$ cat src/rtl/imu_ma_pkg.sv
// imu_ma_pkg: constants, payload structs, sequencer state and lane control
// struct shared by the imu moving average block; no dependencies
package imu_ma_pkg;

  localparam int SAMPLE_W      = 16;
  localparam int WINDOW_LENGTH = 5;
  localparam int IMU_UNITS     = 4;
  localparam int AXES_PER_UNIT = 3;
  localparam int CHANNELS      = 12;
  localparam int ACTIVE_CH     = (IMU_UNITS * AXES_PER_UNIT > CHANNELS) ?
                                 CHANNELS : IMU_UNITS * AXES_PER_UNIT;

  localparam int CNT_W  = $clog2(WINDOW_LENGTH + 1);
  localparam int SLOT_W = (WINDOW_LENGTH > 1) ? $clog2(WINDOW_LENGTH) : 1;

  // signed window sum, and the reciprocal scale that keeps floor exact
  localparam int SUM_W    = SAMPLE_W + $clog2(WINDOW_LENGTH) + 1;
  localparam int RECIP_SH = SUM_W + 4;
  localparam int RECIP_W  = RECIP_SH + 1;
  localparam int PROD_W   = SUM_W + RECIP_W;

  typedef logic signed [SAMPLE_W-1:0] sample_t;
  typedef logic [RECIP_W-1:0]         recip_t;

  typedef struct packed {
    sample_t imu1_roll;
    sample_t imu1_pitch;
    sample_t imu1_yaw;
    sample_t imu2_roll;
    sample_t imu2_pitch;
    sample_t imu2_yaw;
    sample_t imu3_roll;
    sample_t imu3_pitch;
    sample_t imu3_yaw;
    sample_t imu4_roll;
    sample_t imu4_pitch;
    sample_t imu4_yaw;
  } in_frame_t;

  typedef struct packed {
    sample_t avg1_roll;
    sample_t avg1_pitch;
    sample_t avg1_yaw;
    sample_t avg2_roll;
    sample_t avg2_pitch;
    sample_t avg2_yaw;
    sample_t avg3_roll;
    sample_t avg3_pitch;
    sample_t avg3_yaw;
    sample_t avg4_roll;
    sample_t avg4_pitch;
    sample_t avg4_yaw;
  } out_frame_t;

  typedef enum logic [1:0] {
    S_IDLE,
    S_SUM,
    S_MUL,
    S_OUT
  } seq_state_t;

  typedef struct packed {
    logic              start;
    logic [SLOT_W-1:0] wr_slot;
    logic              acc_en;
    logic [SLOT_W-1:0] rd_slot;
    logic              mul_en;
    recip_t            recip;
  } lane_ctrl_t;

endpackage

$ cat src/rtl/imu_ma_lane.sv
// imu_ma_lane: one channel's sample history, window accumulator and
// reciprocal scaling to a truncated signed mean; depends on imu_ma_pkg
module imu_ma_lane import imu_ma_pkg::*; (
  input  logic       clk,
  input  lane_ctrl_t ctrl,
  input  sample_t    sample,
  output sample_t    mean
);

  sample_t                  hist_r [WINDOW_LENGTH];
  logic signed [SUM_W-1:0]  acc_r;
  logic [SUM_W-1:0]         mag;
  logic [PROD_W-1:0]        prod_r;
  logic                     neg_r;
  logic [SAMPLE_W-1:0]      qmag;

  always_ff @(posedge clk) begin
    if (ctrl.start) begin
      hist_r[ctrl.wr_slot] <= sample;
    end
  end

  always_ff @(posedge clk) begin
    if (ctrl.start) begin
      acc_r <= '0;
    end else if (ctrl.acc_en) begin
      acc_r <= acc_r + SUM_W'(hist_r[ctrl.rd_slot]);
    end
  end

  assign mag = acc_r[SUM_W-1] ? SUM_W'(-acc_r) : SUM_W'(acc_r);

  // floor(|sum| / count) as |sum| * ceil(2^sh / count) >> sh
  always_ff @(posedge clk) begin
    if (ctrl.mul_en) begin
      prod_r <= PROD_W'(mag) * PROD_W'(ctrl.recip);
      neg_r  <= acc_r[SUM_W-1];
    end
  end

  assign qmag = prod_r[RECIP_SH +: SAMPLE_W];
  assign mean = neg_r ? sample_t'(-qmag) : sample_t'(qmag);

endmodule

$ cat config.mk
export PLATFORM = sky130hd
export DESIGN_NAME = imu_ma_lane
export DESIGN_NICKNAME = d
export VERILOG_FILES = /design/src/rtl/imu_ma_pkg.sv /design/src/rtl/imu_ma_lane.sv
export SDC_FILE = /design/constraint.sdc
export NUM_CORES = 1
export LEC_CHECK = 0
export BUFFER_PORTS_ARGS = -buffer_cell sky130_fd_sc_hd__buf_2
export CORE_MARGIN = 1
export CORE_UTILIZATION = 23
export DETAILED_ROUTE_END_ITERATION = 10
export PLACE_DENSITY = 0.48
export SETUP_SLACK_MARGIN = 0.2
export SYNTH_ARGS = -nofsm -noshare
export SYNTH_HDL_FRONTEND = slang
export SYNTH_SLANG_ARGS = --single-unit
export TNS_END_PERCENT = 30
$ cat constraint.sdc
create_clock -name clk -period 14.4 [get_ports clk]
set_clock_uncertainty 0.2 [all_clocks]
set_input_delay 2.88 -clock clk [delete_from_list [all_inputs] [get_ports clk]]
set_output_delay 2.88 -clock clk [all_outputs]
set_load 0.05 [all_outputs]
==> results.sh <==
export IMPL_clkTransAtPathRegs_ns=0.06
export IMPL_grt_pass1_wl_um=86290
export IMPL_grt_usage_pct=12.50
export IMPL_fin_crit_sh_pct=66.32
export IMPL_h_tree_depth=4
export IMPL_ys_seq_area_share_pct=16.21
export IMPL_drtAntennaViolNets=0
export IMPL_synth_common_cells="442 x inv_1, 402 x fa_1, 356 x nand2_1, 174 x and2_1, 143 x ha_1"
export IMPL_final_nets=2696
export IMPL_cp_required_ns=14.38
export IMPL_dieArea_sq_um=90040
export IMPL_cts_buffers=17
export IMPL_port_buffers=66
export IMPL_slew_violations=0
export IMPL_period_minus_slack_ns=9.551
export IMPL_cts_root_buf="clkbuf_16"
export IMPL_path_class="in2reg"
export IMPL_tightest_slew_ns=1.025
export IMPL_postSynth_asyncResetShare_pct=0
export IMPL_antenna_found_initial=5
export IMPL_min_path_type="reg2reg"
export IMPL_use_met2_pct=22.79
export IMPL_ys_ff_latch=117
export IMPL_cts_tree="built"
export IMPL_rows=108
export IMPL_dieHeight_um=300.1
export IMPL_met1_usage_pct=15.73
export IMPL_wl_per_cell_um=16.37
export IMPL_synth_area_sq_um=20430
export IMPL_clockBufferDepth=2
export IMPL_gp_congestion=0.7710
export IMPL_busiest_layer="met2"
export IMPL_yosysUniqueCellTypes=64
export IMPL_via_per_inst=4.215
export IMPL_dp_hpwl_um=39950
export IMPL_die_w_um=300.1
export IMPL_syn_area_per_cell_sq_um=9.731
export IMPL_synth_enable_flop_cells=97
export IMPL_cp_data_arrival_time_ns=9.53
export IMPL_max_clock_freq_mhz=104.7
export IMPL_setup_viol=0
export IMPL_finalHoldViolCount=0
export IMPL_route_detailed_drc=0
export IMPL_areaGrowthSynthToFinish_pct=11.80
export IMPL_syn_nets=2696
export IMPL_dr_pass1_iters=5
export IMPL_fill_cells=9297
export IMPL_critPathLaunchType="input pin"
export IMPL_multi_input_area_sq_um=15320
export IMPL_synth_warnings=0
export IMPL_top_level_ports=67
export IMPL_grt_start_max_net_pins=30
export IMPL_rsz0062_at_grt="false"
export IMPL_gr_total_overflow=0
export IMPL_cts_setup_buffers=0
export IMPL_grtUsageMet3_pct=1.546
export IMPL_crit_fanout=20
export IMPL_ff_latch_area_sq_um=3313
export IMPL_hold_buffers=0
export IMPL_relSlewSlack_pct=31.67
export IMPL_synth_main_ff_cell="edfxtp_1"
export IMPL_cts_sinks=117
export IMPL_initial_utilization_pct=23.37
export IMPL_grt_pass1_vias=15083
export IMPL_drv_cap=0
export IMPL_synth_top_area_cell="fa_1"
export IMPL_num_vias=13787
export IMPL_core_sq_um=87430
export IMPL_final_core_util_pct=26.13
export IMPL_cp_end_kind="flop"
export IMPL_clk_insertion_delay_late_ns=0.44
export IMPL_cts_resized=0
export IMPL_synth_area_top_cells="fa_1 39%, edfxtp_1 14%, ha_1 8.8%"
export IMPL_status="finished, final reports clean"
export IMPL_drt_iter0_markers=607
export IMPL_tns_ns=0
export IMPL_syn_inst=2100
export IMPL_synth_most_common_cell="inv_1"
export IMPL_synth_top_area_share_pct=39.38
export IMPL_drive_above_1_share_pct=8.377
export IMPL_routed_wirelength_um=53550
[cell usage in the layout, fill, tap and decap left out, types with 8 or more instances in the layout]
| cell type | n |
|---|---|
| xnor2_1 | 39 |
| ha_1 | 143 |
| dfxtp_1 | 20 |
| fa_1 | 402 |
| mux2_2 | 15 |
| nor3_1 | 8 |
| o21ai_0 | 25 |
| a21o_1 | 9 |
| nand2b_1 | 11 |
| inv_1 | 442 |
| buf_4 | 19 |
| nand3_1 | 8 |
| buf_2 | 66 |
| and2_1 | 174 |
| xnor2_2 | 10 |
| mux2i_1 | 16 |
| nor2_1 | 43 |
| xnor2_4 | 8 |
| clkbuf_16 | 17 |
| o31ai_1 | 9 |
| a21oi_1 | 34 |
| xor2_1 | 11 |
| edfxtp_1 | 97 |
| o21a_1 | 8 |
| mux4_2 | 16 |
| nand2_1 | 356 |
[worst paths after layout]
| path | start | to | slack (ns) | cells after the start |
|---|---|---|---|---|
| setup / recovery | ctrl[11] | prod_r[38]$_DFFE_PP_ | 4.85 | 25 |
| hold / removal | acc_r[1]$_SDFFE_PP0P_ | acc_r[1]$_SDFFE_PP0P_ | 0.35 | 2 |
| setup reg to reg | acc_r[3]$_SDFFE_PP0P_ | prod_r[38]$_DFFE_PP_ | 5.45 | 27 |
| hold reg to reg | acc_r[1]$_SDFFE_PP0P_ | acc_r[1]$_SDFFE_PP0P_ | 0.35 | 2 |
[critical path, cell delays in order]
cell	delay [ns]
buf_2	0.45
nand2_1	0.16
fa_1	0.56
inv_1	0.05
fa_1	0.50
inv_1	0.05
fa_1	0.47
inv_1	0.05
fa_1	0.48
fa_1	0.45
fa_1	0.51
inv_1	0.05
fa_1	0.48
inv_1	0.05
ha_1	0.28
a211oi_1	0.24
nand2_1	0.10
a2111oi_0	0.42
o311ai_1	0.21
nand3_1	0.25
a31oi_2	0.19
nand3_1	0.19
o211ai_1	0.16
a21oi_1	0.20
xnor2_1	0.08
[per-stage QoR]
| stage | area, sq um | setup WS, ns | cells | hold slack, ns |
|---|---|---|---|---|
| 2_1_floorplan | 20430 | 5.280 | 2100 | 0.2029 |
| 3_3_place_gp | 22210 | 4.416 | 3236 | 0.3330 |
| 3_5_place_dp | 22210 | 4.376 | 3236 | 0.3409 |
| 4_1_cts | 22840 | 4.795 | 3268 | 0.3505 |
| 5_1_grt | 22840 | 4.407 | 3268 | 0.3884 |
| 6_report | 22850 | 4.849 | 3271 | 0.3494 |
[flip-flops by register name, summed over array words and instances (netlist names)]
| register | flops |
|---|---|
| acc_r | 20 |
| prod_r | 16 |
| hist_r | 80 |
| neg_r | 1 |
[layer usage]
| metal | up-vias | routed length, um |
|---|---|---|
| met5 | - | 50 |
| met4 | 8 | 732 |
| met1 | 7145 | 22970 |
| met2 | 199 | 28120 |
| li1 | 6391 | - |
| met3 | 44 | 1680 |
[layout make-up]
class / count / area share, %
clock buffer: 17 / 1.862
clock inverter: 15 / 0.8927
timing repair buffer: 85 / 2.070
multi-input combinational: 1437 / 67.05
inverter: 442 / 7.262
tap: 1155 / 6.326
antenna: 3 / 0.03286
sequential: 117 / 14.50
[logic make-up after synthesis]
logic type	share of synthesized area, %
AOI/OAI and AO/OA	4.115
xor gates and xnor gates	2.951
adders and majority gates	48.14
buffers and inverters	10.05
DFF	16.21
muxes	3.374
and+or+nand+nor	15.15
Power is not shown: default switching activity piles up to over one toggle a cycle in this logic, so the estimate is an artifact.
