$ cat src/rtl/imu_ma_pkg.sv
// imu_ma_pkg: constants, payload structs, sequencer state and lane control
// struct shared by the imu moving average block; no dependencies
package imu_ma_pkg;

  localparam int SAMPLE_W      = 16;
  localparam int WINDOW_LENGTH = 5;
  localparam int IMU_UNITS     = 4;
  localparam int AXES_PER_UNIT = 3;
  localparam int CHANNELS      = 12;
  localparam int ACTIVE_CH     = (IMU_UNITS * AXES_PER_UNIT > CHANNELS) ?
                                 CHANNELS : IMU_UNITS * AXES_PER_UNIT;

  localparam int CNT_W  = $clog2(WINDOW_LENGTH + 1);
  localparam int SLOT_W = (WINDOW_LENGTH > 1) ? $clog2(WINDOW_LENGTH) : 1;

  // signed window sum, and the reciprocal scale that keeps floor exact
  localparam int SUM_W    = SAMPLE_W + $clog2(WINDOW_LENGTH) + 1;
  localparam int RECIP_SH = SUM_W + 4;
  localparam int RECIP_W  = RECIP_SH + 1;
  localparam int PROD_W   = SUM_W + RECIP_W;

  typedef logic signed [SAMPLE_W-1:0] sample_t;
  typedef logic [RECIP_W-1:0]         recip_t;

  typedef struct packed {
    sample_t imu1_roll;
    sample_t imu1_pitch;
    sample_t imu1_yaw;
    sample_t imu2_roll;
    sample_t imu2_pitch;
    sample_t imu2_yaw;
    sample_t imu3_roll;
    sample_t imu3_pitch;
    sample_t imu3_yaw;
    sample_t imu4_roll;
    sample_t imu4_pitch;
    sample_t imu4_yaw;
  } in_frame_t;

  typedef struct packed {
    sample_t avg1_roll;
    sample_t avg1_pitch;
    sample_t avg1_yaw;
    sample_t avg2_roll;
    sample_t avg2_pitch;
    sample_t avg2_yaw;
    sample_t avg3_roll;
    sample_t avg3_pitch;
    sample_t avg3_yaw;
    sample_t avg4_roll;
    sample_t avg4_pitch;
    sample_t avg4_yaw;
  } out_frame_t;

  typedef enum logic [1:0] {
    S_IDLE,
    S_SUM,
    S_MUL,
    S_OUT
  } seq_state_t;

  typedef struct packed {
    logic              start;
    logic [SLOT_W-1:0] wr_slot;
    logic              acc_en;
    logic [SLOT_W-1:0] rd_slot;
    logic              mul_en;
    recip_t            recip;
  } lane_ctrl_t;

endpackage

$ cat src/rtl/imu_ma_out_if.sv
// imu_ma_out_if: valid/ready channel carrying one frame of averages
// depends on imu_ma_pkg
interface imu_ma_out_if import imu_ma_pkg::*; ();
  logic       valid;
  logic       ready;
  out_frame_t data;

  modport source (output valid, output data, input ready);
  modport sink   (input valid, input data, output ready);
endinterface

$ cat src/rtl/imu_ma_merge.sv
// imu_ma_merge: gathers the lane means into one result frame and holds it
// in the output register; depends on imu_ma_pkg and imu_ma_out_if
module imu_ma_merge import imu_ma_pkg::*; (
  input  logic                 clk,
  input  logic                 rst_n,
  input  logic                 load,
  input  sample_t              means [CHANNELS],
  output logic                 out_free,
  imu_ma_out_if.source         out_avg
);

  logic                         valid_r;
  out_frame_t                   data_r;
  logic [CHANNELS*SAMPLE_W-1:0] flat;

  for (genvar ch = 0; ch < CHANNELS; ch++) begin : g_pack
    assign flat[(CHANNELS-1-ch)*SAMPLE_W +: SAMPLE_W] = means[ch];
  end

  assign out_free = !valid_r || out_avg.ready;

  always_ff @(posedge clk) begin
    if (!rst_n) begin
      valid_r <= 1'b0;
    end else if (load) begin
      valid_r <= 1'b1;
    end else if (out_avg.ready) begin
      valid_r <= 1'b0;
    end
  end

  always_ff @(posedge clk) begin
    if (load) begin
      data_r <= out_frame_t'(flat);
    end
  end

  assign out_avg.valid = valid_r;
  assign out_avg.data  = data_r;

endmodule

$ cat src/flat_wrapper.sv
// flat-port wrapper written by rule: the top's interface ports become plain ports
module imu_ma_merge_flat import imu_ma_pkg::*;
  (clk, rst_n, load, means, out_free, out_avg_valid, out_avg_data, out_avg_ready);
  imu_ma_out_if out_avg_i ();
  input  logic clk;
  input  logic rst_n;
  input  logic load;
  input  sample_t means[CHANNELS];
  output logic out_free;
  output wire logic [$bits(out_avg_i.valid)-1:0] out_avg_valid;
  output wire logic [$bits(out_avg_i.data)-1:0] out_avg_data;
  input wire logic [$bits(out_avg_i.ready)-1:0] out_avg_ready;
  assign out_avg_valid = out_avg_i.valid;
  assign out_avg_data = out_avg_i.data;
  assign out_avg_i.ready = out_avg_ready;
  imu_ma_merge u_core (.clk(clk), .rst_n(rst_n), .load(load), .means(means), .out_free(out_free), .out_avg(out_avg_i));
endmodule
$ cat config.mk
export PLATFORM = sky130hd
export DESIGN_NAME = imu_ma_merge_flat
export DESIGN_NICKNAME = d
export VERILOG_FILES = /design/src/rtl/imu_ma_pkg.sv /design/src/rtl/imu_ma_out_if.sv /design/src/rtl/imu_ma_merge.sv /design/src/flat_wrapper.sv
export SDC_FILE = /design/constraint.sdc
export NUM_CORES = 1
export LEC_CHECK = 0
export BUFFER_PORTS_ARGS = -buffer_cell sky130_fd_sc_hd__buf_4
export CAP_MARGIN = 20
export CORE_AREA = 2 2 150 152
export CTS_CLUSTER_DIAMETER = 50
export DETAILED_ROUTE_END_ITERATION = 16
export DIE_AREA = 0 0 152 154
export HOLD_SLACK_MARGIN = 0.1
export PLACE_DENSITY = 0.57
export SETUP_SLACK_MARGIN = 0.2
export SLEW_MARGIN = 20
export SYNTH_ARGS = -nofsm -noshare
export SYNTH_HDL_FRONTEND = slang
export SYNTH_SLANG_ARGS = --single-unit
$ cat constraint.sdc
create_clock -name clk -period 0.8 [get_ports clk]
set_input_delay 0.24 -clock clk [delete_from_list [all_inputs] [get_ports clk]]
set_output_delay 0.24 -clock clk [all_outputs]
set_load 0.02 [all_outputs]
==> reports/qor.json <==
{
  "floorplan.die_area": {"value": 23400, "unit": "um^2"},
  "critPathMaxStageDelay": {"value": 0.43, "unit": "ns"},
  "route.detailed.drc": {"value": 0},
  "seq_area_frac_synth": {"value": 99.5, "unit": "%"},
  "post_layout_nonfiller_instances": {"value": 916},
  "grt_pass1_vias": {"value": 3995},
  "post_synth.cell_area_avg": {"value": 29.7, "unit": "um^2"},
  "hold_viol_final": {"value": 79},
  "grt_start_max_net_pins": {"value": 31},
  "critical_path.startpoint_type": {"value": "flip-flop"},
  "boundaryPins": {"value": 390},
  "critPathRequiredTime": {"value": 0.56, "unit": "ns"},
  "dr.pass1.iters": {"value": 5},
  "max_cap_violations": {"value": 0},
  "place.port_buffers": {"value": 389},
  "die_w": {"value": 152, "unit": "um"},
  "cts_htree_levels": {"value": 4},
  "mappedNetlistArea": {"value": 5810, "unit": "um^2"},
  "clk_pin_slew": {"value": 0.08, "unit": "ns"},
  "row_count": {"value": 54},
  "tritoncts.num_buffers": {"value": 17},
  "insertedDiodeCount": {"value": 0},
  "share_of_the_cycle_needed_by_the_critical_path_after_routing": {"value": 156, "unit": "%"},
  "detailroute.via_count": {"value": 3607},
  "holdWs": {"value": -0.0133, "unit": "ns"},
  "areaGrowthSynthToFinish": {"value": 81.7, "unit": "%"},
  "route.detailed.wl_per_inst": {"value": 17.3, "unit": "um"},
  "multi_input_comb_area": {"value": 25.0, "unit": "um^2"},
  "drive_above_1_share": {"value": 69.2, "unit": "%"},
  "grt_first_pass_wirelength": {"value": 23200, "unit": "um"},
  "drtIter0Drc": {"value": 167},
  "critical_path.cell_chain": {"value": "buf_6"},
  "design_power_total": {"value": 23.9, "unit": "mW"},
  "post-place-ws": {"value": -0.299, "unit": "ns"},
  "most-common-layout-cells": {"value": "207 x buf_4, 197 x buf_6, 192 x edfxtp_1"},
  "final_critical_path_setup_slack": {"value": -0.446, "unit": "ns"},
  "standard_cell_with_the_maximum_stage_delay_on_the_critical_path": {"value": "edfxtp_1"},
  "floorplan.initialDensity": {"value": 26.8, "unit": "%"},
  "netlist_instances": {"value": 196},
  "critPathArrivalTime": {"value": 1.01, "unit": "ns"},
  "drt-total-wl": {"value": 15800, "unit": "um"},
  "grt_overflow": {"value": 0},
  "area_of_the_core_region": {"value": 21700, "unit": "um^2"},
  "vdd_drop_max": {"value": 0.00123, "unit": "V"},
  "synth_seq_cells": {"value": 193},
  "worstMarginPinSlew": {"value": 0.209, "unit": "ns"},
  "p_per_area": {"value": 2260, "unit": "nW/um^2"},
  "placed_cells": {"value": 883},
  "final_design_area_no_fill": {"value": 10600, "unit": "um^2"},
  "antenna_left": {"value": 0},
  "worst-path-max-fanout": {"value": 1},
  "grt_use_total": {"value": 13.2, "unit": "%"},
  "die_h": {"value": 154, "unit": "um"},
  "finClkSkew": {"value": 0, "unit": "ns"},
  "min-delay-path-class": {"value": "primary input to flip-flop"},
  "yosys_warnings": {"value": 0},
  "maxClockFrequency": {"value": 803, "unit": "MHz"},
  "worst_slew_margin_rel": {"value": 86.1, "unit": "%"},
  "clock_path_buffers": {"value": 2},
  "violations": {"value": "hold timing, setup timing"},
  "finalWeightedCongestion": {"value": 0.773},
  "period_minus_slack": {"value": 1.25, "unit": "ns"},
  "final_hpwl_from_detailed_placement": {"value": 12400, "unit": "um"},
  "insertion_delay": {"value": 0.41, "unit": "ns"},
  "final_net_count": {"value": 819},
  "synth_cell_types": {"value": 5},
  "layout_commonest_cell": {"value": "buf_4"},
  "antenna_violations_before_repair": {"value": 0},
  "worstSetupPathType": {"value": "flip-flop to primary output"},
  "setup_repair_after_global_routing_missed_its_margin": {"value": "true"},
  "outcome": {"value": "complete, but fails checks"},
  "vias_per_cell": {"value": 3.94},
  "placement.cell_area": {"value": 9270, "unit": "um^2"},
  "seqCellArea": {"value": 5790, "unit": "um^2"},
  "slew_violations": {"value": 0},
  "cts_sinks": {"value": 193},
  "tritoncts_clock_tree": {"value": "done"},
  "syn_nets": {"value": 392},
  "cp-end-kind": {"value": "primary output"},
  "leakagePower": {"value": 4.37, "unit": "nW"},
  "crit_buf_inv": {"value": 1},
  "fillers": {"value": 1829},
  "final_number_of_setup_violating_endpoints": {"value": 194},
  "critical_path.top_delay_family": {"value": "flip-flops"},
  "clock-root-buffer": {"value": "clkbuf_16"}
}
[layer usage]
| layer | GRT usage [%] | up-vias | part of all wire [%] |
|---|---|---|---|
| met5 | 0 | - | 0 |
| li1 | - | 1657 | - |
| met1 | 14.3 | 1690 | 36 |
| met2 | 22.4 | 243 | 51 |
| met4 | 5.21 | 0 | 1.5 |
| met3 | 6.54 | 17 | 11 |
[through the flow]
step	TNS (ns)	util, %
2_1_floorplan	0	-
6_report	-75.44	48.7
3_5_place_dp	-45.16	42.7
5_1_grt	-84.99	48.7
3_3_place_gp	-43.01	42.7
4_1_cts	-82.35	48.5
[timing repair]
item                                   in CTS  in global routing
setup buffers                               0                  1
gates resized for setup                   190                  9
setup endpoints to repair                 210                265
endpoints found under the hold margin     193                193
[worst paths after layout]
kind | startpoint | endpoint | slack [ns] | cells after the start
hold / removal | means[139] | u_core.out_avg.data[139]$_DFFE_PP_ | -0.01 | 1
setup reg to reg | u_core.out_avg.valid$_SDFFE_PN0P_ | u_core.out_avg.valid$_SDFFE_PN0P_ | 0 | 4
hold reg to reg | u_core.out_avg.valid$_SDFFE_PN0P_ | u_core.out_avg.valid$_SDFFE_PN0P_ | 0.67 | 4
setup / recovery | u_core.out_avg.data[146]$_DFFE_PP_ | out_avg_data[146] | -0.45 | 1
[cells in the mapped netlist, drive strengths merged]
library cell | n | area, um^2
a21boi | 1 | 11.3
inv | 1 | 3.75
dfxtp | 1 | 20.0
nand2b | 1 | 13.8
edfxtp | 192 | 5770
[report_power, final]
part | switching [mW] | internal (mW) | leakage, nW
Combinational | 1.69 | 2.07 | 2.24
Clock | 3.72 | 4.04 | 0.243
Sequential | 0.384 | 12.0 | 1.89
[flip-flops by register name, indices dropped and copies added, names as in the netlist]
signal,cells
u_core.out_avg.data,192
u_core.out_avg.valid,1
[cell type report]
class | count | share of cell area, %
Timing Repair Buffer | 408 | 36.5
Sequential cell | 193 | 54.8
Clock inverter | 13 | 1.01
Multi-Input combinational cell | 2 | 0.237
Tap cell | 280 | 3.32
Clock buffer | 19 | 4.10
Inverter | 1 | 0.0355
[kinds of logic after synthesis]
| group | share of synthesized area (%) |
|---|---|
| simple gates | 0.237 |
| buf+inv | 0.0645 |
| flops | 99.5 |
| compound gates | 0.194 |
Note: power is estimated with default switching activity, not from simulation.
