$ cat src/rtl/imu_ma_pkg.sv
// imu_ma_pkg: constants, payload structs, sequencer state and lane control
// struct shared by the imu moving average block; no dependencies
package imu_ma_pkg;

  localparam int SAMPLE_W      = 16;
  localparam int WINDOW_LENGTH = 5;
  localparam int IMU_UNITS     = 4;
  localparam int AXES_PER_UNIT = 3;
  localparam int CHANNELS      = 12;
  localparam int ACTIVE_CH     = (IMU_UNITS * AXES_PER_UNIT > CHANNELS) ?
                                 CHANNELS : IMU_UNITS * AXES_PER_UNIT;

  localparam int CNT_W  = $clog2(WINDOW_LENGTH + 1);
  localparam int SLOT_W = (WINDOW_LENGTH > 1) ? $clog2(WINDOW_LENGTH) : 1;

  // signed window sum, and the reciprocal scale that keeps floor exact
  localparam int SUM_W    = SAMPLE_W + $clog2(WINDOW_LENGTH) + 1;
  localparam int RECIP_SH = SUM_W + 4;
  localparam int RECIP_W  = RECIP_SH + 1;
  localparam int PROD_W   = SUM_W + RECIP_W;

  typedef logic signed [SAMPLE_W-1:0] sample_t;
  typedef logic [RECIP_W-1:0]         recip_t;

  typedef struct packed {
    sample_t imu1_roll;
    sample_t imu1_pitch;
    sample_t imu1_yaw;
    sample_t imu2_roll;
    sample_t imu2_pitch;
    sample_t imu2_yaw;
    sample_t imu3_roll;
    sample_t imu3_pitch;
    sample_t imu3_yaw;
    sample_t imu4_roll;
    sample_t imu4_pitch;
    sample_t imu4_yaw;
  } in_frame_t;

  typedef struct packed {
    sample_t avg1_roll;
    sample_t avg1_pitch;
    sample_t avg1_yaw;
    sample_t avg2_roll;
    sample_t avg2_pitch;
    sample_t avg2_yaw;
    sample_t avg3_roll;
    sample_t avg3_pitch;
    sample_t avg3_yaw;
    sample_t avg4_roll;
    sample_t avg4_pitch;
    sample_t avg4_yaw;
  } out_frame_t;

  typedef enum logic [1:0] {
    S_IDLE,
    S_SUM,
    S_MUL,
    S_OUT
  } seq_state_t;

  typedef struct packed {
    logic              start;
    logic [SLOT_W-1:0] wr_slot;
    logic              acc_en;
    logic [SLOT_W-1:0] rd_slot;
    logic              mul_en;
    recip_t            recip;
  } lane_ctrl_t;

endpackage

$ cat src/rtl/imu_ma_seq.sv
// imu_ma_seq: shared sequencer; keeps fill count and write slot and steps
// all lanes through store, accumulate and scale; depends on imu_ma_pkg
module imu_ma_seq import imu_ma_pkg::*; (
  input  logic       clk,
  input  logic       rst_n,
  input  logic       in_valid,
  output logic       in_ready,
  input  logic       out_free,
  output logic       load,
  output lane_ctrl_t ctrl
);

  seq_state_t        state_r, state_nxt;
  logic [CNT_W-1:0]  fill_r, fill_nxt;
  logic [SLOT_W-1:0] slot_r, slot_nxt;
  logic [SLOT_W-1:0] k_r, k_nxt;
  recip_t            recip_tab [WINDOW_LENGTH];

  // ceil(2^RECIP_SH / c) for every possible divisor
  for (genvar c = 1; c <= WINDOW_LENGTH; c++) begin : g_recip
    localparam recip_t RECIP_VAL =
      recip_t'(((64'd1 << RECIP_SH) + 64'(c) - 64'd1) / 64'(c));
    assign recip_tab[c-1] = RECIP_VAL;
  end

  always_ff @(posedge clk) begin
    if (!rst_n) begin
      state_r <= S_IDLE;
      fill_r  <= '0;
      slot_r  <= '0;
      k_r     <= '0;
    end else begin
      state_r <= state_nxt;
      fill_r  <= fill_nxt;
      slot_r  <= slot_nxt;
      k_r     <= k_nxt;
    end
  end

  always_comb begin
    state_nxt    = state_r;
    fill_nxt     = fill_r;
    slot_nxt     = slot_r;
    k_nxt        = k_r;
    in_ready     = 1'b0;
    load         = 1'b0;
    ctrl.start   = 1'b0;
    ctrl.wr_slot = slot_r;
    ctrl.acc_en  = 1'b0;
    ctrl.rd_slot = k_r;
    ctrl.mul_en  = 1'b0;
    ctrl.recip   = recip_tab[SLOT_W'(fill_r - CNT_W'(1))];
    case (state_r)
      S_IDLE: begin
        in_ready = 1'b1;
        if (in_valid) begin
          ctrl.start = 1'b1;
          if (fill_r != CNT_W'(WINDOW_LENGTH)) begin
            fill_nxt = fill_r + CNT_W'(1);
          end
          if (slot_r == SLOT_W'(WINDOW_LENGTH - 1)) begin
            slot_nxt = '0;
          end else begin
            slot_nxt = slot_r + SLOT_W'(1);
          end
          k_nxt     = '0;
          state_nxt = S_SUM;
        end
      end
      S_SUM: begin
        ctrl.acc_en = 1'b1;
        if (CNT_W'(k_r) + CNT_W'(1) == fill_r) begin
          state_nxt = S_MUL;
        end else begin
          k_nxt = k_r + SLOT_W'(1);
        end
      end
      S_MUL: begin
        ctrl.mul_en = 1'b1;
        state_nxt   = S_OUT;
      end
      S_OUT: begin
        // hold the product until the output register is free
        if (out_free) begin
          load      = 1'b1;
          state_nxt = S_IDLE;
        end
      end
      default: begin
        state_nxt = S_IDLE;
      end
    endcase
  end

`ifndef ASSERT_OFF
  a_accept_starts_sum: assert property (@(posedge clk) disable iff (!rst_n)
    in_valid && in_ready |=> state_r == S_SUM)
    else $error("accepted frame did not start accumulation");

  a_read_within_fill: assert property (@(posedge clk) disable iff (!rst_n)
    state_r == S_SUM |-> CNT_W'(k_r) < fill_r)
    else $error("accumulator read beyond filled slots");

  a_fill_nonzero_busy: assert property (@(posedge clk) disable iff (!rst_n)
    state_r != S_IDLE |-> fill_r != '0 && fill_r <= CNT_W'(WINDOW_LENGTH))
    else $error("fill count out of range while busy");

  a_load_needs_room: assert property (@(posedge clk) disable iff (!rst_n)
    load |-> out_free && state_r == S_OUT)
    else $error("result loaded while output register busy");

  a_slot_in_range: assert property (@(posedge clk) disable iff (!rst_n)
    slot_r <= SLOT_W'(WINDOW_LENGTH - 1))
    else $error("write slot out of range");
`endif

endmodule

$ cat config.mk
export PLATFORM = sky130hd
export DESIGN_NAME = imu_ma_seq
export DESIGN_NICKNAME = d
export VERILOG_FILES = /design/src/rtl/imu_ma_pkg.sv /design/src/rtl/imu_ma_seq.sv
export SDC_FILE = /design/constraint.sdc
export NUM_CORES = 1
export LEC_CHECK = 0
export BUFFER_PORTS_ARGS = -buffer_cell sky130_fd_sc_hd__buf_4
export CAP_MARGIN = 20
export CORE_MARGIN = 2
export CORE_UTILIZATION = 50
export CTS_BUF_LIST = sky130_fd_sc_hd__clkbuf_8 sky130_fd_sc_hd__clkbuf_16
export DETAILED_ROUTE_END_ITERATION = 10
export PLACE_DENSITY = 0.87
export SLEW_MARGIN = 20
export SYNTH_ARGS = -nofsm -noshare
export SYNTH_HDL_FRONTEND = slang
export SYNTH_SLANG_ARGS = --single-unit
$ cat constraint.sdc
create_clock -name clk -period 2.8 [get_ports clk]
set_clock_uncertainty 0.1 [all_clocks]
set_input_delay 0.14 -clock clk [delete_from_list [all_inputs] [get_ports clk]]
set_output_delay 0.14 -clock clk [all_outputs]
set_load 0.02 [all_outputs]
==> results of run 1 <==
[cells by family after synthesis]
family,Yosys count
buffers and inverters,31
and+or+nand+nor,27
AOI/OAI and AO/OA,15
adders and majority gates,12
DFF,11
xor gates and xnor gates,5
muxes,4
other,1
[layer usage]
metal / wire length [um] / part of all wire (%) / vias to the layer above / global-route usage [%]
met1: 733 / 44 / 324 / 19.9
met2: 774 / 46 / 33 / 24.4
met5: 0 / 0 / - / 0
met3: 122 / 7.3 / 4 / 3.46
met4: 36 / 2.2 / 0 / 11.7
li1: - / - / 369 / -
[cell usage after synthesis (all sizes together)]
library cell  count
a211oi            1
a21boi            1
a21oi             4
a32o              1
a41oi             1
and2              6
and4              1
buf              19
clkbuf            1
conb              1
dfxtp            11
ha               12
inv              11
mux2i             4
nand2             8
nand2b            2
nand3             2
nand4             1
nor2              2
nor2b             3
nor3b             1
nor4bb            1
o21ai             6
o2bb2ai           1
xnor2             3
xnor3             1
xor2              1
[power by group]
| group | switching (mW) | internal (mW) |
|---|---|---|
| combinational | 0.493 | 0.343 |
| clock | 0.0601 | 0.0963 |
| sequential | 0.0479 | 0.195 |
[sequential cells by signal, indices dropped and copies added (netlist names)]
signal   cells
fill_r       3
k_r          3
slot_r       3
state_r      2
[path summary, 6_finish.rpt]
check        startpoint    endpoint  cells past startpoint
max           fill_r[0]     ctrl[6]                      5
min               rst_n  state_r[1]                      3
max reg2reg      k_r[0]  state_r[0]                      5
min reg2reg      k_r[1]      k_r[1]                      2
[placed cells by master, fill, tap and decap left out, types with 2 or more instances in the layout]
| master | instances |
|---|---|
| nand2_1 | 8 |
| buf_4 | 33 |
| o21ai_0 | 5 |
| and2_1 | 6 |
| mux2i_1 | 4 |
| nand3_1 | 2 |
| inv_1 | 12 |
| xnor2_1 | 3 |
| dfxtp_1 | 11 |
| a21oi_1 | 4 |
| nor2_1 | 2 |
| nor2b_1 | 3 |
| conb_1 | 6 |
| ha_1 | 12 |
| nand2b_1 | 2 |
| clkbuf_8 | 3 |
[final cells by class]
class                           instances  area [sq um]  share of cell area [%]
Multi-Input combinational cell         69           532                    47.6
Clock buffer                            3          41.3                    3.70
Tap cell                               25          31.3                    2.80
Inverter                               11          41.3                    3.70
Sequential cell                        11           220                    19.7
Clock inverter                          1          3.75                   0.336
Timing Repair Buffer                   33           248                    22.2
[critical path, stage by stage (launching register included)]
cell and delay [ns]:
dfxtp_1 0.41, inv_1 0.11, ha_1 0.22, xnor2_1 0.26, and2_1 0.27, buf_4 0.17
==> flow_metrics.env, run 1 <==
export IMPL_die_h_um=46.9
export IMPL_cts_root_buf="clkbuf_8"
export IMPL_cts_buffers=3
export IMPL_period_share_pct=68.4
export IMPL_status="finished, final reports clean"
export IMPL_drtPass1Iterations=4
export IMPL_avgSynthCellArea_sq_um=8.69
export IMPL_antenna_left=0
export IMPL_via_per_inst=4.77
export IMPL_critPathRequiredTime_ns=2.56
export IMPL_antenna_found_initial=0
export IMPL_dieArea_sq_um=2200
export IMPL_fin_nets=145
export IMPL_fin_cells=153
export IMPL_drive_gt1_share_pct=29.7
export IMPL_post_cts_setup_buffers=0
export IMPL_grt_max_degree=16
export IMPL_total_power_mw=1.24
export IMPL_synth_compound_area_share_pct=12.1
export IMPL_whs_ns=0.137
export IMPL_cts_max_level=1
export IMPL_via_count=730
export IMPL_reg2reg_setup_slack_ns=1.02
export IMPL_nFillCells=155
export IMPL_cap_violations=0
export IMPL_setup_tns_ns=0
export IMPL_yosysTopAreaCell="dfxtp_1"
export IMPL_rsz0062_at_grt="no"
export IMPL_antenna_cells=0
export IMPL_synth_top_family_by_area="buffers and inverters"
export IMPL_min_path_type="input port to register"
export IMPL_synth_mux_area_share_pct=4.35
export IMPL_worstPathMaxFanout=5
export IMPL_peakVddDrop_v=0.000631
export IMPL_cp_arrival_ns=1.68
export IMPL_die_x_um=46.9
export IMPL_cts_hold_buf=0
export IMPL_wl_per_cell_um=10.9
export IMPL_dp_cells=149
export IMPL_synthDistinctLibCells=28
export IMPL_critPathKind="register to primary output"
export IMPL_cts_buffer_depth=2
export IMPL_globalplace_congestion=0.726
export IMPL_synth_xor_area_share_pct=6.39
export IMPL_cts_tree="done"
export IMPL_start_util_pct=53.3
export IMPL_synth_top_area_share_pct=23.9
export IMPL_core_area_sq_um=1730
export IMPL_ys_seq_elements=11
export IMPL_setup_viol=0
export IMPL_cts_resized=0
export IMPL_power_density_nw_per_um2=1110
export IMPL_synth_simple_area_share_pct=16.2
export IMPL_dp_worst_setup_slack_ns=0.985
export IMPL_portBuffers=33
export IMPL_slew_viol_final=0
export IMPL_syn_to_final_growth_pct=21.3
export IMPL_endpoint_kind="primary output"
export IMPL_start_kind="register"
export IMPL_grt_remaining_overflow=0
export IMPL_ys_top_cells_by_area="dfxtp_1, ha_1, buf_4, inv_1, mux2i_1"
export IMPL_clk_latency_ns=0.24
export IMPL_hold_viol=0
export IMPL_grt_pass1_wl_um=2410
export IMPL_hpwlAfterDp_um=1360
export IMPL_yosys_warnings=0
export IMPL_synthAdderAreaFrac_pct=16.3
export IMPL_clock_fmax_mhz=522
export IMPL_seq_area_frac_synth_pct=23.9
export IMPL_syn_cell_area_sq_um=921
export IMPL_p_leak_nw=0.541
export IMPL_track_usage_pct=16.1
export IMPL_period_needed_ns=1.92
export IMPL_drt_iter0_markers=15
export IMPL_grt_pass1_vias=564
export IMPL_final_area_sq_um=1120
export IMPL_rows=15
export IMPL_utilization_pct=64.7
export IMPL_drc=0
export IMPL_synth_cells=106
export IMPL_place_area_sq_um=1070
export IMPL_boundaryPins=40
export IMPL_final_setup_worst_slack_ns=0.884
export IMPL_wirelength_um=1670
export IMPL_cts_sinks=11
export IMPL_clk_pin_slew_ns=0.05
(Power assumes the default switching activity.)
==> run 2, diff against run 1 <==
--- a/config.mk
+++ b/config.mk
@@ -8,10 +8,10 @@
 export BUFFER_PORTS_ARGS = -buffer_cell sky130_fd_sc_hd__buf_4
 export CAP_MARGIN = 20
 export CORE_MARGIN = 2
-export CORE_UTILIZATION = 50
+export CORE_UTILIZATION = 46
 export CTS_BUF_LIST = sky130_fd_sc_hd__clkbuf_8 sky130_fd_sc_hd__clkbuf_16
 export DETAILED_ROUTE_END_ITERATION = 10
-export PLACE_DENSITY = 0.87
+export PLACE_DENSITY = 0.81
 export SLEW_MARGIN = 20
 export SYNTH_ARGS = -nofsm -noshare
 export SYNTH_HDL_FRONTEND = slang
==> constraint.sdc (replaced) <==
create_clock -name clk -period 1.9 [get_ports clk]
set_clock_uncertainty 0.1 [all_clocks]
set_input_delay 0.095 -clock clk [delete_from_list [all_inputs] [get_ports clk]]
set_output_delay 0.095 -clock clk [all_outputs]
set_load 0.02 [all_outputs]
==> run 2 against run 1 <==
Power increased by 51%. Cell count increased by 2.6%. Sequential power increased by 42%. Worst hold slack got worse by 0.036 ns. Register-to-register slack got worse by 0.89 ns. Wire length increased by 4.6%. Flip-flop and latch count unchanged. First-iteration DRC count decreased by 33%. Worst setup slack got worse by 0.76 ns. Design area increased by 2.2%. Largest cell class unchanged.
==> flow_metrics.env, run 2 (same netlist as run 1, synthesis figures left out) <==
export IMPL_status="finished, final reports clean"
export IMPL_hpwlAfterDp_um=1360
export IMPL_grt_pass1_wl_um=2860
export IMPL_cap_violations=0
export IMPL_drtPass1Iterations=4
export IMPL_cts_buffer_depth=2
export IMPL_cts_sinks=11
export IMPL_via_per_inst=4.83
export IMPL_p_sw_uw=898
export IMPL_drive_gt1_share_pct=31.5
export IMPL_start_util_pct=47.9
export IMPL_period_needed_ns=1.77
export IMPL_p_leak_nw=0.558
export IMPL_cts_root_buf="clkbuf_8"
export IMPL_setup_tns_ns=0
export IMPL_syn_to_final_growth_pct=24.0
export IMPL_post_cts_setup_buffers=0
export IMPL_fin_cells=157
export IMPL_power_frac_comb_pct=69.1
export IMPL_dp_worst_setup_slack_ns=0.130
export IMPL_antenna_left=0
export IMPL_cts_max_level=1
export IMPL_wirelength_um=1740
export IMPL_setup_viol=0
export IMPL_rows=16
export IMPL_fin_nets=147
export IMPL_grt_remaining_overflow=0
export IMPL_die_x_um=48.7
export IMPL_top_regs="fill_r: 3 flops, k_r: 3 flops, slot_r: 3 flops"
export IMPL_track_usage_pct=15.3
export IMPL_globalplace_congestion=0.686
export IMPL_antenna_cells=0
export IMPL_cts_buffers=3
export IMPL_reg2reg_setup_slack_ns=0.13
export IMPL_mostFrequentLayoutCell="buf_4"
export IMPL_boundaryPins=40
export IMPL_clk_pin_slew_ns=0.05
export IMPL_dieArea_sq_um=2380
export IMPL_critPathRequiredTime_ns=1.97
export IMPL_clockPowerShare_pct=12.4
export IMPL_period_share_pct=93.3
export IMPL_grt_max_degree=16
export IMPL_drt_iter0_markers=10
export IMPL_min_path_type="input port to register"
export IMPL_die_h_um=48.7
export IMPL_antenna_found_initial=0
export IMPL_cts_resized=0
export IMPL_startpoint="k_r[0]"
export IMPL_start_kind="register"
export IMPL_drc=0
export IMPL_via_count=758
export IMPL_hold_viol=0
export IMPL_rsz0062_at_grt="yes"
export IMPL_dp_cells=153
export IMPL_swShare_pct=48.2
export IMPL_final_area_sq_um=1140
export IMPL_slew_viol_final=0
export IMPL_cts_tree="done"
export IMPL_final_cell_mix="buf_4, inv_1, ha_1"
export IMPL_clock_fmax_mhz=564
export IMPL_endpoint_kind="register"
export IMPL_cts_hold_buf=0
export IMPL_hold_start="rst_n"
export IMPL_portBuffers=33
export IMPL_power_density_nw_per_um2=1630
export IMPL_worstPathMaxFanout=2
export IMPL_seq_power_share_pct=18.5
export IMPL_peakVddDrop_v=0.000878
export IMPL_cp_arrival_ns=1.84
export IMPL_critPathKind="register to register"
export IMPL_wl_per_cell_um=11.1
export IMPL_core_area_sq_um=1920
export IMPL_final_setup_worst_slack_ns=0.127
export IMPL_clk_latency_ns=0.24
export IMPL_grt_pass1_vias=676
export IMPL_rr_startpoint="k_r[0]"
export IMPL_place_area_sq_um=1090
export IMPL_p_int_uw=964
[run 2: cell types whose count changed in the layout (fill, tap and decap cells not counted), sizes merged]
cell  delta
buf      +2
[run 2: per-stage QoR]
step | utilization, % | hold slack (ns) | total power, mW
global route | 59.4 | 0.119 | 1.99
finish | 59.4 | 0.102 | 1.86
CTS | 59.0 | 0.0986 | 1.86
detailed placement | 56.7 | 0.333 | 1.63
global placement | 56.7 | 0.326 | 1.59
floorplan | - | 0.144 | 1.33
[run 2: metal layers]
| layer | wire [um] | vias up | global-route usage, % |
|---|---|---|---|
| li1 | - | 370 | - |
| met1 | 731 | 347 | 16.9 |
| met2 | 846 | 37 | 27.6 |
| met3 | 140 | 4 | 2.78 |
| met4 | 25 | 0 | 8.10 |
| met5 | 0 | - | 0 |
[run 2: worst paths after layout]
check | end | cells past startpoint
worst max register to register | state_r[1] | 5
worst min register to register | k_r[1] | 2
worst max-delay path | state_r[1] | 5
worst min-delay path | slot_r[2] | 2
[run 2: critical path, stage by stage (launching register included)]
cell and delay (ns):
dfxtp_1 0.31, ha_1 0.33, xnor2_1 0.30, nand3_1 0.16, a21oi_1 0.31, mux2i_1 0.21
[run 2: cell type report]
class | count | area [sq um]
Tap cell | 27 | 33.8
Clock inverter | 1 | 3.75
Timing Repair Buffer | 35 | 263
Sequential cell | 11 | 220
Fill cell | 178 | 779
Multi-Input combinational cell | 69 | 539
Inverter | 11 | 41.3
Clock buffer | 3 | 41.3
[run 2: power by group through the flow]
stage / sequential (mW) / combinational (mW) / clock (mW)
CTS: 0.345 / 1.29 / 0.232
global placement: 0.346 / 1.25 / 0
finish: 0.345 / 1.29 / 0.231
detailed placement: 0.350 / 1.28 / 0
floorplan: 0.367 / 0.963 / 0
global route: 0.354 / 1.39 / 0.242
==> run 3, diff against run 2 <==
--- a/config.mk
+++ b/config.mk
@@ -10,6 +10,7 @@
 export CORE_MARGIN = 2
 export CORE_UTILIZATION = 46
 export CTS_BUF_LIST = sky130_fd_sc_hd__clkbuf_8 sky130_fd_sc_hd__clkbuf_16
+export CTS_CLUSTER_DIAMETER = 30
 export DETAILED_ROUTE_END_ITERATION = 10
 export PLACE_DENSITY = 0.81
 export SLEW_MARGIN = 20
==> constraint.sdc (replaced) <==
create_clock -name clk -period 1.9 [get_ports clk]
set_clock_uncertainty 0.1 [all_clocks]
set_input_delay 0.095 -clock clk [delete_from_list [all_inputs] [get_ports clk]]
set_output_delay 0.095 -clock clk [all_outputs]
set_load 0.005 [all_outputs]
==> run 3 against run 2 <==
Sequential share of layout area down 0.13 points. Worst hold slack worse by 0.0023 ns. Worst setup slack better by 0.015 ns. Power down 15%. Combinational power down 22%. First-iteration DRC count unchanged. Via count down 0.92%. Core utilization up 0.39 points. Maximum frequency up 0.88%. Design area up 0.66%. Critical path depth unchanged. Largest power group unchanged.
==> flow_metrics.env, run 3 (same netlist as run 1, synthesis figures left out) <==
export IMPL_cp_slowest_cell="dfxtp_1"
export IMPL_rows=16
export IMPL_dp_worst_setup_slack_ns=0.130
export IMPL_track_usage_pct=15.3
export IMPL_p_leak_nw=0.560
export IMPL_start_util_pct=47.9
export IMPL_cts_tree="done"
export IMPL_die_x_um=48.7
export IMPL_cp_top_family="flip-flops"
export IMPL_drt_met1_wl_um=721
export IMPL_mostFrequentLayoutCell="buf_4"
export IMPL_grt_pass1_vias=676
export IMPL_drive_gt1_share_pct=32.3
export IMPL_place_area_sq_um=1090
export IMPL_cap_violations=0
export IMPL_wl_met3_um=144
export IMPL_drt_iter0_markers=10
export IMPL_cts_buffer_depth=2
export IMPL_drc=0
export IMPL_via_per_inst=4.78
export IMPL_total_power_mw=1.58
export IMPL_rsz0062_at_grt="no"
export IMPL_cts_max_level=1
export IMPL_syn_to_final_growth_pct=24.9
export IMPL_setup_viol=0
export IMPL_die_h_um=48.7
export IMPL_peakVddDrop_v=0.000761
export IMPL_status="finished, final reports clean"
export IMPL_final_cell_mix="buf_4, inv_1, ha_1"
export IMPL_cp_arrival_ns=1.56
export IMPL_cts_buffers=3
export IMPL_min_path_type="input port to register"
export IMPL_endpoint_kind="primary output"
export IMPL_crit_chain="inv_1, ha_1, xnor2_2, and2_1, buf_4"
export IMPL_critPathRequiredTime_ns=1.70
export IMPL_critPathMaxStageDelay_ns=0.44
export IMPL_clock_fmax_mhz=569
export IMPL_power_density_nw_per_um2=1370
export IMPL_worstPathMaxFanout=5
export IMPL_whs_ns=0.0992
export IMPL_antenna_left=0
export IMPL_highest_layer="met4"
export IMPL_grt_pass1_wl_um=2860
export IMPL_grt_remaining_overflow=0
export IMPL_critPathKind="register to primary output"
export IMPL_drtPass1Iterations=4
export IMPL_final_setup_worst_slack_ns=0.143
export IMPL_wl_met2_um=825
export IMPL_dieArea_sq_um=2380
export IMPL_clk_pin_slew_ns=0.05
export IMPL_core_area_sq_um=1920
export IMPL_wirelength_um=1720
export IMPL_cts_root_buf="clkbuf_8"
export IMPL_antenna_cells=0
export IMPL_hpwlAfterDp_um=1360
export IMPL_boundaryPins=40
export IMPL_fin_cells=157
export IMPL_start_kind="register"
export IMPL_period_needed_ns=1.76
export IMPL_globalplace_congestion=0.686
export IMPL_via_count=751
export IMPL_cts_sinks=11
export IMPL_crit_buf_inv=2
export IMPL_period_share_pct=92.5
export IMPL_setup_tns_ns=0
export IMPL_fin_nets=147
export IMPL_utilization_pct=59.8
export IMPL_grt_max_degree=16
export IMPL_antenna_found_initial=0
export IMPL_slew_viol_final=0
export IMPL_cts_hold_buf=0
export IMPL_clk_latency_ns=0.23
export IMPL_hold_viol=0
export IMPL_dp_cells=153
export IMPL_wl_per_cell_um=10.9
export IMPL_final_area_sq_um=1150
export IMPL_top_regs="fill_r: 3 flops, k_r: 3 flops, slot_r: 3 flops"
export IMPL_portBuffers=33
run 3: cell count changes in the layout (fill, tap and decap cells not counted):
| cell | previous run | this run |
|---|---|---|
| xnor2_1 | 2 | 1 |
| xnor2_2 | 1 | 2 |
run 3: final timing paths:
| kind | from | to | slack, ns | depth (start not counted) |
|---|---|---|---|---|
| worst max-delay path | fill_r[1] | ctrl[14] | 0.14 | 5 |
| worst min-delay path | rst_n | slot_r[2] | 0.1 | 2 |
| worst max register to register | state_r[0] | k_r[2] | 0.17 | 6 |
| worst min register to register | k_r[1] | k_r[1] | 0.39 | 2 |
run 3: cell type report:
class                      count  area (sq um)
clock buffer                   3          41.3
clock inverter                 1          3.75
fill                         178           772
inverter                      11          41.3
multi-input combinational     69           547
sequential                    11           220
tap                           27          33.8
timing repair buffer          35           263
run 3: repair_timing:
item / 4_1_cts / 5_1_grt
endpoints found under the setup margin: 0 / 14
hold endpoints to repair: 0 / 0
setup buffers: 0 / 0
gates resized for setup: 0 / 2
run 3: power by group:
part	switching, mW	total, mW	leakage [nW]	internal [mW]
clock	0.0855	0.227	0.0269	0.142
sequential	0.0596	0.346	0.0897	0.287
combinational	0.478	1.01	0.443	0.529
total	0.623	1.58	0.560	0.957
run 3: worst reg2reg max path, stage by stage (launching register included):
cell,delay [ns]
dfxtp_1,0.38
inv_1,0.10
ha_1,0.27
mux2i_1,0.18
a41oi_4,0.23
o21ai_1,0.10
a32o_1,0.26
run 3: per-layer routing:
| metal | vias to the layer above | track usage (%) |
|---|---|---|
| met5 | - | 0 |
| met4 | 0 | 8.10 |
| met3 | 4 | 2.78 |
| met2 | 39 | 27.6 |
| met1 | 340 | 16.9 |
| li1 | 368 | - |
